[src/hdl/nirp_pkg.sv]
`default_nettype none

package nirp_pkg;

    // Fixed field widths
    localparam int NIRP_DUR_W    = 20;
    localparam int NIRP_UNIT_W   = 12;
    localparam int NIRP_THR_W    = 8;
    localparam int NIRP_CODE_W   = 32;
    localparam int NIRP_CFG_W    = 12;

    // Data bits in one frame
    localparam int NIRP_FRAME_BITS = 32;

    // Default depth of the queue between front and back
    localparam int NIRP_QDEPTH = 2;

    // Timing class of one edge, computed up front
    typedef struct packed {
        logic pulse;      // carrier level
        logic hdr_pulse;  // 16u +- 2u
        logic hdr_data;   // 8u +- u
        logic hdr_rpt;    // 4u +- half
        logic unit_ok;    // u +- half
        logic three_ok;   // 3u +- half
        logic trl_ok;     // above 10u - half
    } nirp_cls_t;

    // Queue status seen by both sides
    typedef struct packed {
        logic full;
        logic empty;
    } nirp_qstat_t;

endpackage

`default_nettype wire

[src/hdl/nec_ir_pulse_decoder_top.sv]
`default_nettype none

// NEC infrared remote decoder. Each request on the slave side is one IR
// edge: s_tuser is the level (1 carrier pulse, 0 space) and s_tdata[19:0]
// its length in ticks. Every request gives exactly one request on the
// master side: m_tdata is the decoded key code and m_tuser is set when this
// edge closed a frame (trailer space of a data frame, or of a repeat frame
// once the repeat count has reached repeat_threshold); otherwise m_tdata is
// zero and m_tuser is low. Codes: raw 32 bits when the command check fails,
// addr:raddr:cmd for extended addresses, addr:cmd for plain frames, each byte
// bit-reversed as received LSB first. Edges with the wrong level or outside
// their window leave the frame state alone (a bad header space drops back to
// idle, a bad bit space still shifts in a zero). Rate: one edge per clock
// while results are taken; each edge is queued and then stepped through
// the frame state machine into the output register. The front end compares
// the duration against all timing windows at once and writes a small class
// word into a QUEUE_DEPTH entry queue; the back end pops one class word per
// cycle while the output register is free or being drained. Write unit_time
// (index 0) and repeat_threshold (index 1) only while no edge is in flight.

module nec_ir_pulse_decoder_top
    import nirp_pkg::*;
#(
    parameter int QUEUE_DEPTH = NIRP_QDEPTH
)
(
    input  wire logic                    clk,
    input  wire logic                    rst_n,
    input  wire logic                    s_tvalid,
    output logic                         s_tready,
    input  wire logic [23:0]             s_tdata,   // [19:0] duration, [23:20] zero
    input  wire logic                    s_tuser,   // [0] level
    output logic                         m_tvalid,
    input  wire logic                    m_tready,
    output logic [NIRP_CODE_W-1:0]       m_tdata,   // [31:0] code
    output logic                         m_tuser,   // [0] code_valid
    input  wire logic                    cfg_we,
    input  wire logic                    cfg_index,
    input  wire logic [NIRP_CFG_W-1:0]   cfg_data
);

    localparam logic CFG_UNIT_TIME = 1'b0;
    localparam logic CFG_REP_THR   = 1'b1;

    logic [NIRP_UNIT_W-1:0] unit_time_reg;
    logic [NIRP_UNIT_W-1:0] unit_time_next;
    logic [NIRP_THR_W-1:0]  rep_thr_reg;
    logic [NIRP_THR_W-1:0]  rep_thr_next;

    nirp_cls_t   cls_in;
    nirp_cls_t   cls_out;
    nirp_qstat_t q_stat;
    logic        q_push;
    logic        q_pop;

    // Configuration registers
    always_comb
    begin
        unit_time_next = unit_time_reg;
        rep_thr_next   = rep_thr_reg;
        if (cfg_we)
        begin
            unique case (cfg_index)
                CFG_UNIT_TIME: unit_time_next = cfg_data[NIRP_UNIT_W-1:0];
                CFG_REP_THR:   rep_thr_next   = cfg_data[NIRP_THR_W-1:0];
                default:       unit_time_next = unit_time_reg;
            endcase
        end
    end

    always_ff @(posedge clk or negedge rst_n)
    begin
        if (!rst_n)
        begin
            unit_time_reg <= NIRP_UNIT_W'(560);
            rep_thr_reg   <= NIRP_THR_W'(5);
        end
        else
        begin
            unit_time_reg <= unit_time_next;
            rep_thr_reg   <= rep_thr_next;
        end
    end

    // Front end: edge classification
    nirp_front u_front
    (
        .rst_n     (rst_n),
        .s_tvalid  (s_tvalid),
        .s_tready  (s_tready),
        .s_tdata   (s_tdata),
        .s_tuser   (s_tuser),
        .unit_time (unit_time_reg),
        .q_stat    (q_stat),
        .push      (q_push),
        .cls       (cls_in)
    );

    // Decoupling queue
    nirp_fifo #(
        .DEPTH (QUEUE_DEPTH)
    ) u_fifo
    (
        .clk     (clk),
        .rst_n   (rst_n),
        .push    (q_push),
        .wr_data (cls_in),
        .pop     (q_pop),
        .rd_data (cls_out),
        .q_stat  (q_stat)
    );

    // Back end: frame state machine and output register
    nirp_back u_back
    (
        .clk              (clk),
        .rst_n            (rst_n),
        .cls              (cls_out),
        .q_stat           (q_stat),
        .pop              (q_pop),
        .repeat_threshold (rep_thr_reg),
        .m_tvalid         (m_tvalid),
        .m_tready         (m_tready),
        .m_tdata          (m_tdata),
        .m_tuser          (m_tuser)
    );

`ifndef SYNTH
    // No code without a completed frame
    assert property (@(posedge clk) disable iff (!rst_n)
        (m_tvalid && !m_tuser) |-> (m_tdata == '0))
        else $error("nonzero code without code_valid");

    // Queue never written while full
    assert property (@(posedge clk) disable iff (!rst_n)
        q_push |-> !q_stat.full)
        else $error("queue overflow");

    // Queue never read while empty
    assert property (@(posedge clk) disable iff (!rst_n)
        q_pop |-> !q_stat.empty)
        else $error("queue underflow");

    // A popped edge always yields an output request next cycle
    assert property (@(posedge clk) disable iff (!rst_n)
        q_pop |=> m_tvalid)
        else $error("edge dropped between queue and output");
`endif

endmodule

`default_nettype wire

[src/hdl/nirp_front.sv]
`default_nettype none

module nirp_front
    import nirp_pkg::*;
(
    input  wire logic                    rst_n,
    input  wire logic                    s_tvalid,
    output logic                         s_tready,
    input  wire logic [23:0]             s_tdata,
    input  wire logic                    s_tuser,
    input  wire logic [NIRP_UNIT_W-1:0]  unit_time,
    input  wire nirp_qstat_t             q_stat,
    output logic                         push,
    output nirp_cls_t                    cls
);

    localparam int CW = NIRP_DUR_W + 1;

    logic [CW-1:0] d;
    logic [CW-1:0] u1;
    logic [CW-1:0] half;
    logic [CW-1:0] u2;
    logic [CW-1:0] u3;
    logic [CW-1:0] u4;
    logic [CW-1:0] u8;
    logic [CW-1:0] u10;
    logic [CW-1:0] u16;

    // Open window (c - m, c + m)
    function automatic logic win(input logic [CW-1:0] dv,
                                 input logic [CW-1:0] c,
                                 input logic [CW-1:0] m);
        return ((dv + m) > c) && (dv < (c + m));
    endfunction

    assign d    = CW'(s_tdata[NIRP_DUR_W-1:0]);
    assign u1   = CW'(unit_time);
    assign half = u1 >> 1;
    assign u2   = u1 << 1;
    assign u4   = u1 << 2;
    assign u8   = u1 << 3;
    assign u16  = u1 << 4;
    assign u3   = u1 + u2;
    assign u10  = u8 + u2;

    always_comb
    begin
        cls.pulse     = s_tuser;
        cls.hdr_pulse = win(d, u16, u2);
        cls.hdr_data  = win(d, u8, u1);
        cls.hdr_rpt   = win(d, u4, half);
        cls.unit_ok   = win(d, u1, half);
        cls.three_ok  = win(d, u3, half);
        cls.trl_ok    = (d + half) > u10;
    end

    assign s_tready = !q_stat.full && rst_n;
    assign push     = s_tvalid && s_tready;

endmodule

`default_nettype wire

[src/hdl/nirp_fifo.sv]
`default_nettype none

module nirp_fifo
    import nirp_pkg::*;
#(
    parameter int DEPTH = NIRP_QDEPTH
)
(
    input  wire logic       clk,
    input  wire logic       rst_n,
    input  wire logic       push,
    input  wire nirp_cls_t  wr_data,
    input  wire logic       pop,
    output nirp_cls_t       rd_data,
    output nirp_qstat_t     q_stat
);

    localparam int AW = (DEPTH > 1) ? $clog2(DEPTH) : 1;
    localparam int NW = $clog2(DEPTH + 1);

    nirp_cls_t       mem [DEPTH];
    logic [AW-1:0]   wr_ptr_reg;
    logic [AW-1:0]   wr_ptr_next;
    logic [AW-1:0]   rd_ptr_reg;
    logic [AW-1:0]   rd_ptr_next;
    logic [NW-1:0]   cnt_reg;
    logic [NW-1:0]   cnt_next;

    always_comb
    begin
        wr_ptr_next = wr_ptr_reg;
        rd_ptr_next = rd_ptr_reg;
        cnt_next    = cnt_reg;
        if (push)
        begin
            wr_ptr_next = (wr_ptr_reg == AW'(DEPTH - 1)) ? '0 : wr_ptr_reg + 1'b1;
        end
        if (pop)
        begin
            rd_ptr_next = (rd_ptr_reg == AW'(DEPTH - 1)) ? '0 : rd_ptr_reg + 1'b1;
        end
        if (push && !pop)
        begin
            cnt_next = cnt_reg + 1'b1;
        end
        else if (pop && !push)
        begin
            cnt_next = cnt_reg - 1'b1;
        end
    end

    always_ff @(posedge clk)
    begin
        if (push)
        begin
            mem[wr_ptr_reg] <= wr_data;
        end
    end

    always_ff @(posedge clk or negedge rst_n)
    begin
        if (!rst_n)
        begin
            wr_ptr_reg <= '0;
            rd_ptr_reg <= '0;
            cnt_reg    <= '0;
        end
        else
        begin
            wr_ptr_reg <= wr_ptr_next;
            rd_ptr_reg <= rd_ptr_next;
            cnt_reg    <= cnt_next;
        end
    end

    assign rd_data      = mem[rd_ptr_reg];
    assign q_stat.full  = (cnt_reg == NW'(DEPTH));
    assign q_stat.empty = (cnt_reg == '0);

endmodule

`default_nettype wire

[src/hdl/nirp_back.sv]
`default_nettype none

module nirp_back
    import nirp_pkg::*;
(
    input  wire logic                    clk,
    input  wire logic                    rst_n,
    input  wire nirp_cls_t               cls,
    input  wire nirp_qstat_t             q_stat,
    output logic                         pop,
    input  wire logic [NIRP_THR_W-1:0]   repeat_threshold,
    output logic                         m_tvalid,
    input  wire logic                    m_tready,
    output logic [NIRP_CODE_W-1:0]       m_tdata,
    output logic                         m_tuser
);

    localparam int BCW = $clog2(NIRP_FRAME_BITS) + 1;

    localparam logic [2:0] PH_IDLE      = 3'd0;
    localparam logic [2:0] PH_HDR_SPACE = 3'd1;
    localparam logic [2:0] PH_BIT_PULSE = 3'd2;
    localparam logic [2:0] PH_BIT_SPACE = 3'd3;
    localparam logic [2:0] PH_TRL_PULSE = 3'd4;
    localparam logic [2:0] PH_TRL_SPACE = 3'd5;

    logic [2:0]             phase_reg;
    logic [2:0]             phase_next;
    logic [BCW-1:0]         bc_reg;
    logic [BCW-1:0]         bc_next;
    logic [BCW-1:0]         bc_inc;
    logic [31:0]            shift_reg;
    logic [31:0]            shift_next;
    logic [7:0]             rc_reg;
    logic [7:0]             rc_next;
    logic                   out_valid_reg;
    logic                   out_valid_next;
    logic [NIRP_CODE_W-1:0] out_code_reg;
    logic [NIRP_CODE_W-1:0] out_code_next;
    logic                   out_flag_reg;
    logic                   out_flag_next;
    logic [NIRP_CODE_W-1:0] fmt_code;
    logic [7:0]             addr;
    logic [7:0]             raddr;
    logic [7:0]             cmd;
    logic [7:0]             rcmd;

    function automatic logic [7:0] rev8(input logic [7:0] b);
        logic [7:0] r;
        for (int i = 0; i < 8; i++)
        begin
            r[7 - i] = b[i];
        end
        return r;
    endfunction

    assign addr  = rev8(shift_reg[31:24]);
    assign raddr = rev8(shift_reg[23:16]);
    assign cmd   = rev8(shift_reg[15:8]);
    assign rcmd  = rev8(shift_reg[7:0]);

    always_comb
    begin
        priority if ((cmd ^ rcmd) != 8'hff)
        begin
            fmt_code = shift_reg;
        end
        else if ((addr ^ raddr) != 8'hff)
        begin
            fmt_code = {8'h00, addr, raddr, cmd};
        end
        else
        begin
            fmt_code = {16'h0000, addr, cmd};
        end
    end

    // one edge per cycle whenever the output slot is free or drains now
    assign pop    = !q_stat.empty && (!out_valid_reg || m_tready);
    assign bc_inc = bc_reg + 1'b1;

    always_comb
    begin
        phase_next     = phase_reg;
        bc_next        = bc_reg;
        shift_next     = shift_reg;
        rc_next        = rc_reg;
        out_valid_next = out_valid_reg && !m_tready;
        out_code_next  = out_code_reg;
        out_flag_next  = out_flag_reg;
        if (pop)
        begin
            out_valid_next = 1'b1;
            out_code_next  = '0;
            out_flag_next  = 1'b0;
            unique case (phase_reg)
                PH_IDLE:
                begin
                    if (cls.pulse && cls.hdr_pulse)
                    begin
                        bc_next    = '0;
                        phase_next = PH_HDR_SPACE;
                    end
                end
                PH_HDR_SPACE:
                begin
                    if (!cls.pulse)
                    begin
                        priority if (cls.hdr_data)
                        begin
                            rc_next    = '0;
                            phase_next = PH_BIT_PULSE;
                        end
                        else if (cls.hdr_rpt)
                        begin
                            if (rc_reg != 8'hff)
                            begin
                                rc_next = rc_reg + 1'b1;
                            end
                            phase_next = PH_TRL_PULSE;
                        end
                        else
                        begin
                            phase_next = PH_IDLE;
                        end
                    end
                end
                PH_BIT_PULSE:
                begin
                    if (cls.pulse && cls.unit_ok)
                    begin
                        phase_next = PH_BIT_SPACE;
                    end
                end
                PH_BIT_SPACE:
                begin
                    if (!cls.pulse)
                    begin
                        // a bad space still shifts in a zero
                        shift_next = {shift_reg[30:0], cls.three_ok};
                        if (cls.three_ok || cls.unit_ok)
                        begin
                            bc_next    = bc_inc;
                            phase_next = (bc_inc == BCW'(NIRP_FRAME_BITS)) ?
                                         PH_TRL_PULSE : PH_BIT_PULSE;
                        end
                    end
                end
                PH_TRL_PULSE:
                begin
                    if (cls.pulse && cls.unit_ok)
                    begin
                        phase_next = PH_TRL_SPACE;
                    end
                end
                PH_TRL_SPACE:
                begin
                    if (!cls.pulse && cls.trl_ok)
                    begin
                        if (rc_reg == '0 || rc_reg >= repeat_threshold)
                        begin
                            out_code_next = fmt_code;
                            out_flag_next = 1'b1;
                        end
                        phase_next = PH_IDLE;
                    end
                end
                default:
                begin
                    phase_next = PH_IDLE;
                end
            endcase
        end
    end

    always_ff @(posedge clk or negedge rst_n)
    begin
        if (!rst_n)
        begin
            phase_reg     <= PH_IDLE;
            bc_reg        <= '0;
            shift_reg     <= '0;
            rc_reg        <= '0;
            out_valid_reg <= 1'b0;
        end
        else
        begin
            phase_reg     <= phase_next;
            bc_reg        <= bc_next;
            shift_reg     <= shift_next;
            rc_reg        <= rc_next;
            out_valid_reg <= out_valid_next;
        end
    end

    always_ff @(posedge clk)
    begin
        out_code_reg <= out_code_next;
        out_flag_reg <= out_flag_next;
    end

    assign m_tvalid = out_valid_reg;
    assign m_tdata  = out_code_reg;
    assign m_tuser  = out_flag_reg;

endmodule

`default_nettype wire

[config.mk]
export PLATFORM = sky130hd
export DESIGN_NAME = nec_ir_pulse_decoder_top
export DESIGN_NICKNAME = d
export VERILOG_FILES = /design/src/hdl/nirp_pkg.sv /design/src/hdl/nec_ir_pulse_decoder_top.sv /design/src/hdl/nirp_front.sv /design/src/hdl/nirp_fifo.sv /design/src/hdl/nirp_back.sv
export SDC_FILE = /design/constraint.sdc
export NUM_CORES = 1
export LEC_CHECK = 0
export BUFFER_PORTS_ARGS = -buffer_cell sky130_fd_sc_hd__buf_2
export CORE_AREA = 2 2 136 238
export DETAILED_ROUTE_END_ITERATION = 6
export DIE_AREA = 0 0 138 240
export SETUP_SLACK_MARGIN = 0.1
export SLEW_MARGIN = 20
export SYNTH_ARGS = -nofsm -noshare
export SYNTH_HDL_FRONTEND = slang
export SYNTH_SLANG_ARGS = --single-unit
[constraint.sdc]
create_clock -name clk -period 4.85 [get_ports clk]
set_clock_uncertainty 0.15 [all_clocks]
set_input_delay 0.97 -clock clk [delete_from_list [all_inputs] [get_ports clk]]
set_output_delay 0.97 -clock clk [all_outputs]
set_load 0.05 [all_outputs]
==> impl_results.md <==
- First-pass GRT wire length: about 55,000 µm
- Worst path slowest cell: dfrtp_1
- CP Max Fanout: 12
- Outcome: completed
- Number of buffer cells added on primary ports: 73
- Clock Pin Slew Worst Setup and Hold Paths: 60 ps
- Hold WS: 324 ps
- Final core area utilization: 46.4%
- Final HPWL from detailed placement: between 20,000 and 30,000 µm
- Gate power share: ~57%
- Die H: 240 µm
- Clock group share of total power: 20.0%
- ANT cells: 0
- Core region area: 31,200 µm²
- Initial Util: 39.5%
- GRT Overall Usage: roughly a fifth
- Die area: 33,100 µm²
- Critical Path Start Type: register
- Core Rows: 86
- Max clock buf depth: 2
- Setup violators final: 0
- Total wire length: between 30,000 and 40,000 µm
- Root Driver: clkbuf_16
- Final Power: 0.00645 W
- DR vias: roughly 10,000
- Die width: 138 µm
- Critical path arrival: 4640 ps
- RSZ-0062 raised after global routing: no
- Fraction of layout cells with a size suffix above 1: 17.9%
- Setup TNS: 0 ps
- Final Critical Period: 4550 ps
- Final Max Slew Viols: 0
- TritonRoute pass-1 iters: 5
- Cell Area, Synth: approximately 12,000 µm²
- PD cells: 445 nW/µm²
- Vias in the first global route: 10,400
- DR iter-0 viols: 471
- I/O pin count: 78
- Worst hold path type: input pin to asynchronous set/reset pin
- CTS buffer count: 17
- Final #Nets: between 1,500 and 2,000
- P&R area growth vs syn: 17.5%
- Max-cap violations: 0
- CTS HTree Levels: 4
- Worst slew pin tran: between 800 and 900 ps
- FF+latch count, synth: 121
- Sequential power share: 23.0%
- P_int: 0.00365 W
- Ys flop type: dfrtp_1
- Max-slew headroom: 44.5%
- CP endpoint kind: register
- Syn Area/Cell: 9.24 µm²
- Fmax: 220 MHz
- CP peak stage delay: between 400 and 500 ps
- Post-DRT Antenna Nets: 0
- Vias per cell: 5.56
- Routed len/inst: ~19 µm
- Final WS setup: roughly 300 ps
- Fin crit share: 93.8%
- Post-synth EDFFs: 47
- Post-Syn Instances: 1,334
- Sw frac: 43.4%
- Fraction of registers with async set/reset: approximately 60%
- Leak: 6.83 nW
- Switching pwr: 0.00280 W
- TritonCTS clock tree: yes
- Sequence of cells on the critical path: buf_4 > buf_6 > ha_1 > fa_1 > a21oi_1 > nor2_1 > nor2_1 > o21bai_1 > a21oi_1 > nor2b_1 > o21a_1 > o31a_1 > xnor2_2 > ha_1 > a21o_1 > a21o_1 > a211oi_1 > o21ai_1 > buf_4 > a31oi_2
- CP Buf/Inv Count: 3
- WS Path Type: register to register
- Largest net degree at the start of global routing: 50
- Synth cell types: 61
- Placer Congestion: 0.910
- # clock sinks: 121
- Max rail drop VDD: 0.322 mV
- Yosys warning total: 0
- Initial antenna violation count: 1
- Sequential fraction of the synthesis area: 26.5%
- Post-route DRC: 0
- Crit-path leading delay family: compound AO/OA/AOI/OAI gates
- Clock Latency Late Sink: 430 ps
- Congestion Overflow GR: 0
- Hold Fails Final Rpt: 0
- Critical Path RT: 4940 ps
- Filler Cells Inserted: 3,024
- Syn nets: 1,624
- Dpl ws: -91.5 ps
## synthesized netlist by cell type, types with 3 or more instances
| master | n | area share (%) |
|---|---|---|
| xor2_1 | 44 | 3.1 |
| o22ai_1 | 3 | 0.15 |
| dfstp_2 | 5 | 1.1 |
| nand3_1 | 27 | 1.1 |
| or3_1 | 4 | 0.20 |
| a22oi_1 | 8 | 0.49 |
| o211a_1 | 3 | 0.24 |
| ha_1 | 240 | 24 |
| o211ai_1 | 5 | 0.30 |
| dfrtp_1 | 69 | 14 |
| nand2_1 | 88 | 2.7 |
| nor4_1 | 9 | 0.46 |
| inv_1 | 77 | 2.3 |
| and3_1 | 16 | 0.81 |
| xnor2_1 | 64 | 4.5 |
| or2_2 | 3 | 0.15 |
| o21a_1 | 25 | 1.5 |
| o2111ai_1 | 7 | 0.50 |
| and4_1 | 5 | 0.36 |
| nor2b_1 | 24 | 1.2 |
| a211oi_1 | 21 | 1.3 |
| a21o_1 | 49 | 3.0 |
| a21oi_1 | 85 | 3.5 |
| mux2i_1 | 11 | 0.89 |
| or4_1 | 3 | 0.18 |
| and2_1 | 8 | 0.41 |
| a32oi_1 | 3 | 0.21 |
| a21boi_0 | 3 | 0.18 |
| a31oi_1 | 12 | 0.61 |
| o31ai_1 | 11 | 0.67 |
| clkbuf_1 | 23 | 0.70 |
| nor3_1 | 20 | 0.81 |
| nand2b_1 | 16 | 0.81 |
| mux2_2 | 43 | 3.9 |
| a211o_1 | 3 | 0.21 |
| nor2_1 | 96 | 2.9 |
| nand3b_1 | 3 | 0.18 |
| o21ai_0 | 77 | 3.1 |
| fa_1 | 7 | 1.1 |
| nand4_1 | 24 | 1.2 |
| edfxtp_1 | 47 | 11 |
| o21bai_1 | 16 | 0.97 |
## final cells by class
cell class                      count  area (µm²)  share of cell area [%]
Tap cell                          396         495                    3.42
Clock buffer                       17         425                    2.94
Sequential cell                   121        3270                    22.6
Timing Repair Buffer              147         940                    6.49
Inverter                           77         289                    2.00
Clock inverter                     15         176                    1.22
Multi-Input combinational cell   1111        8890                    61.4
## stage by stage
step,area (µm²),cells
2_1_floorplan,12300,1334
3_3_place_gp,13600,1844
3_5_place_dp,13600,1844
4_1_cts,14200,1877
5_1_grt,14500,1884
6_report,14500,1884
## power by group through the flow
stage / Sequential (W) / Combinational, W / Clock [W]
after detailed placement: 0.00150 / 0.00349 / 0
after CTS: 0.00148 / 0.00354 / 0.00132
final: 0.00148 / 0.00367 / 0.00129
after global placement: 0.00149 / 0.00340 / 0
after floorplan: 0.00174 / 0.00232 / 0
after global routing: 0.00151 / 0.00412 / 0.00135
## worst reg2reg max path: stages, from the launching register on
cell	delay, ps
dfrtp_1	440
buf_4	160
buf_6	150
ha_1	260
fa_1	430
a21oi_1	170
nor2_1	50
nor2_1	130
o21bai_1	90
a21oi_1	190
nor2b_1	70
o21a_1	180
o31a_1	290
xnor2_2	230
ha_1	280
a21o_1	180
a21o_1	170
a211oi_1	220
o21ai_1	130
buf_4	180
a31oi_2	220
## cells in the final DEF, fill, tap and decap left out, types with 43 or more instances in the layout
| master | count |
|---|---|
| nor2_1 | 95 |
| xor2_1 | 43 |
| edfxtp_1 | 47 |
| xnor2_1 | 59 |
| inv_1 | 77 |
| ha_1 | 235 |
| mux2_2 | 43 |
| o21ai_0 | 74 |
| a21oi_1 | 80 |
| a21o_1 | 49 |
| nand2_1 | 87 |
| dfrtp_1 | 67 |
| buf_2 | 72 |
| buf_4 | 73 |
## final timing paths
check / from / end / slack, ps / depth (start not counted)
min reg2reg: u_fifo.wr_ptr_reg$_DFFE_PN0P_ / u_fifo.wr_ptr_reg$_DFFE_PN0P_ / 350 / 1
max reg2reg: unit_time_reg[0]$_DFFE_PN0P_ / u_fifo.mem[0][5]$_DFFE_PP_ / 300 / 20
min in group clk: u_fifo.wr_ptr_reg$_DFFE_PN0P_ / u_fifo.wr_ptr_reg$_DFFE_PN0P_ / 350 / 1
max in group asynchronous: rst_n / u_back.shift_reg[27]$_DFFE_PN0P_ / 3240 / 2
min: rst_n / unit_time_reg[8]$_DFFE_PN0P_ / 320 / 1
max: unit_time_reg[0]$_DFFE_PN0P_ / u_fifo.mem[0][5]$_DFFE_PP_ / 300 / 20
## logic make-up after synthesis
kind of cell               count (synthesis)  synth area share, %
and+or+nand+nor                          350                 13.8
xor gates and xnor gates                 108                 7.68
buffers and inverters                    102                 3.17
AOI/OAI and AO/OA                        352                 18.5
muxes                                     54                 4.82
adders and majority gates                247                 25.5
DFF                                      121                 26.5
## per-layer routing
metal  track usage (%)  vias to the layer above  routed length [µm]  part of all wire, %
li1                  -                     5212                   -                    -
met1              19.1                     4908               12000                   34
met2              41.7                      244               19100                   54
met3              2.15                      114                 769                  2.2
met4              18.2                        2                3280                  9.3
met5                 0                        -                  11                0.031
## what timing repair did
item | 4_1_cts | 5_1_grt
setup buffers | 1 | 7
pin swaps | 3 | 10
resized for setup | 3 | 35
cloned | 0 | 0
hold buffers | 0 | 0
endpoints found under the setup margin | 2 | 10
(Power assumes the default switching activity.)
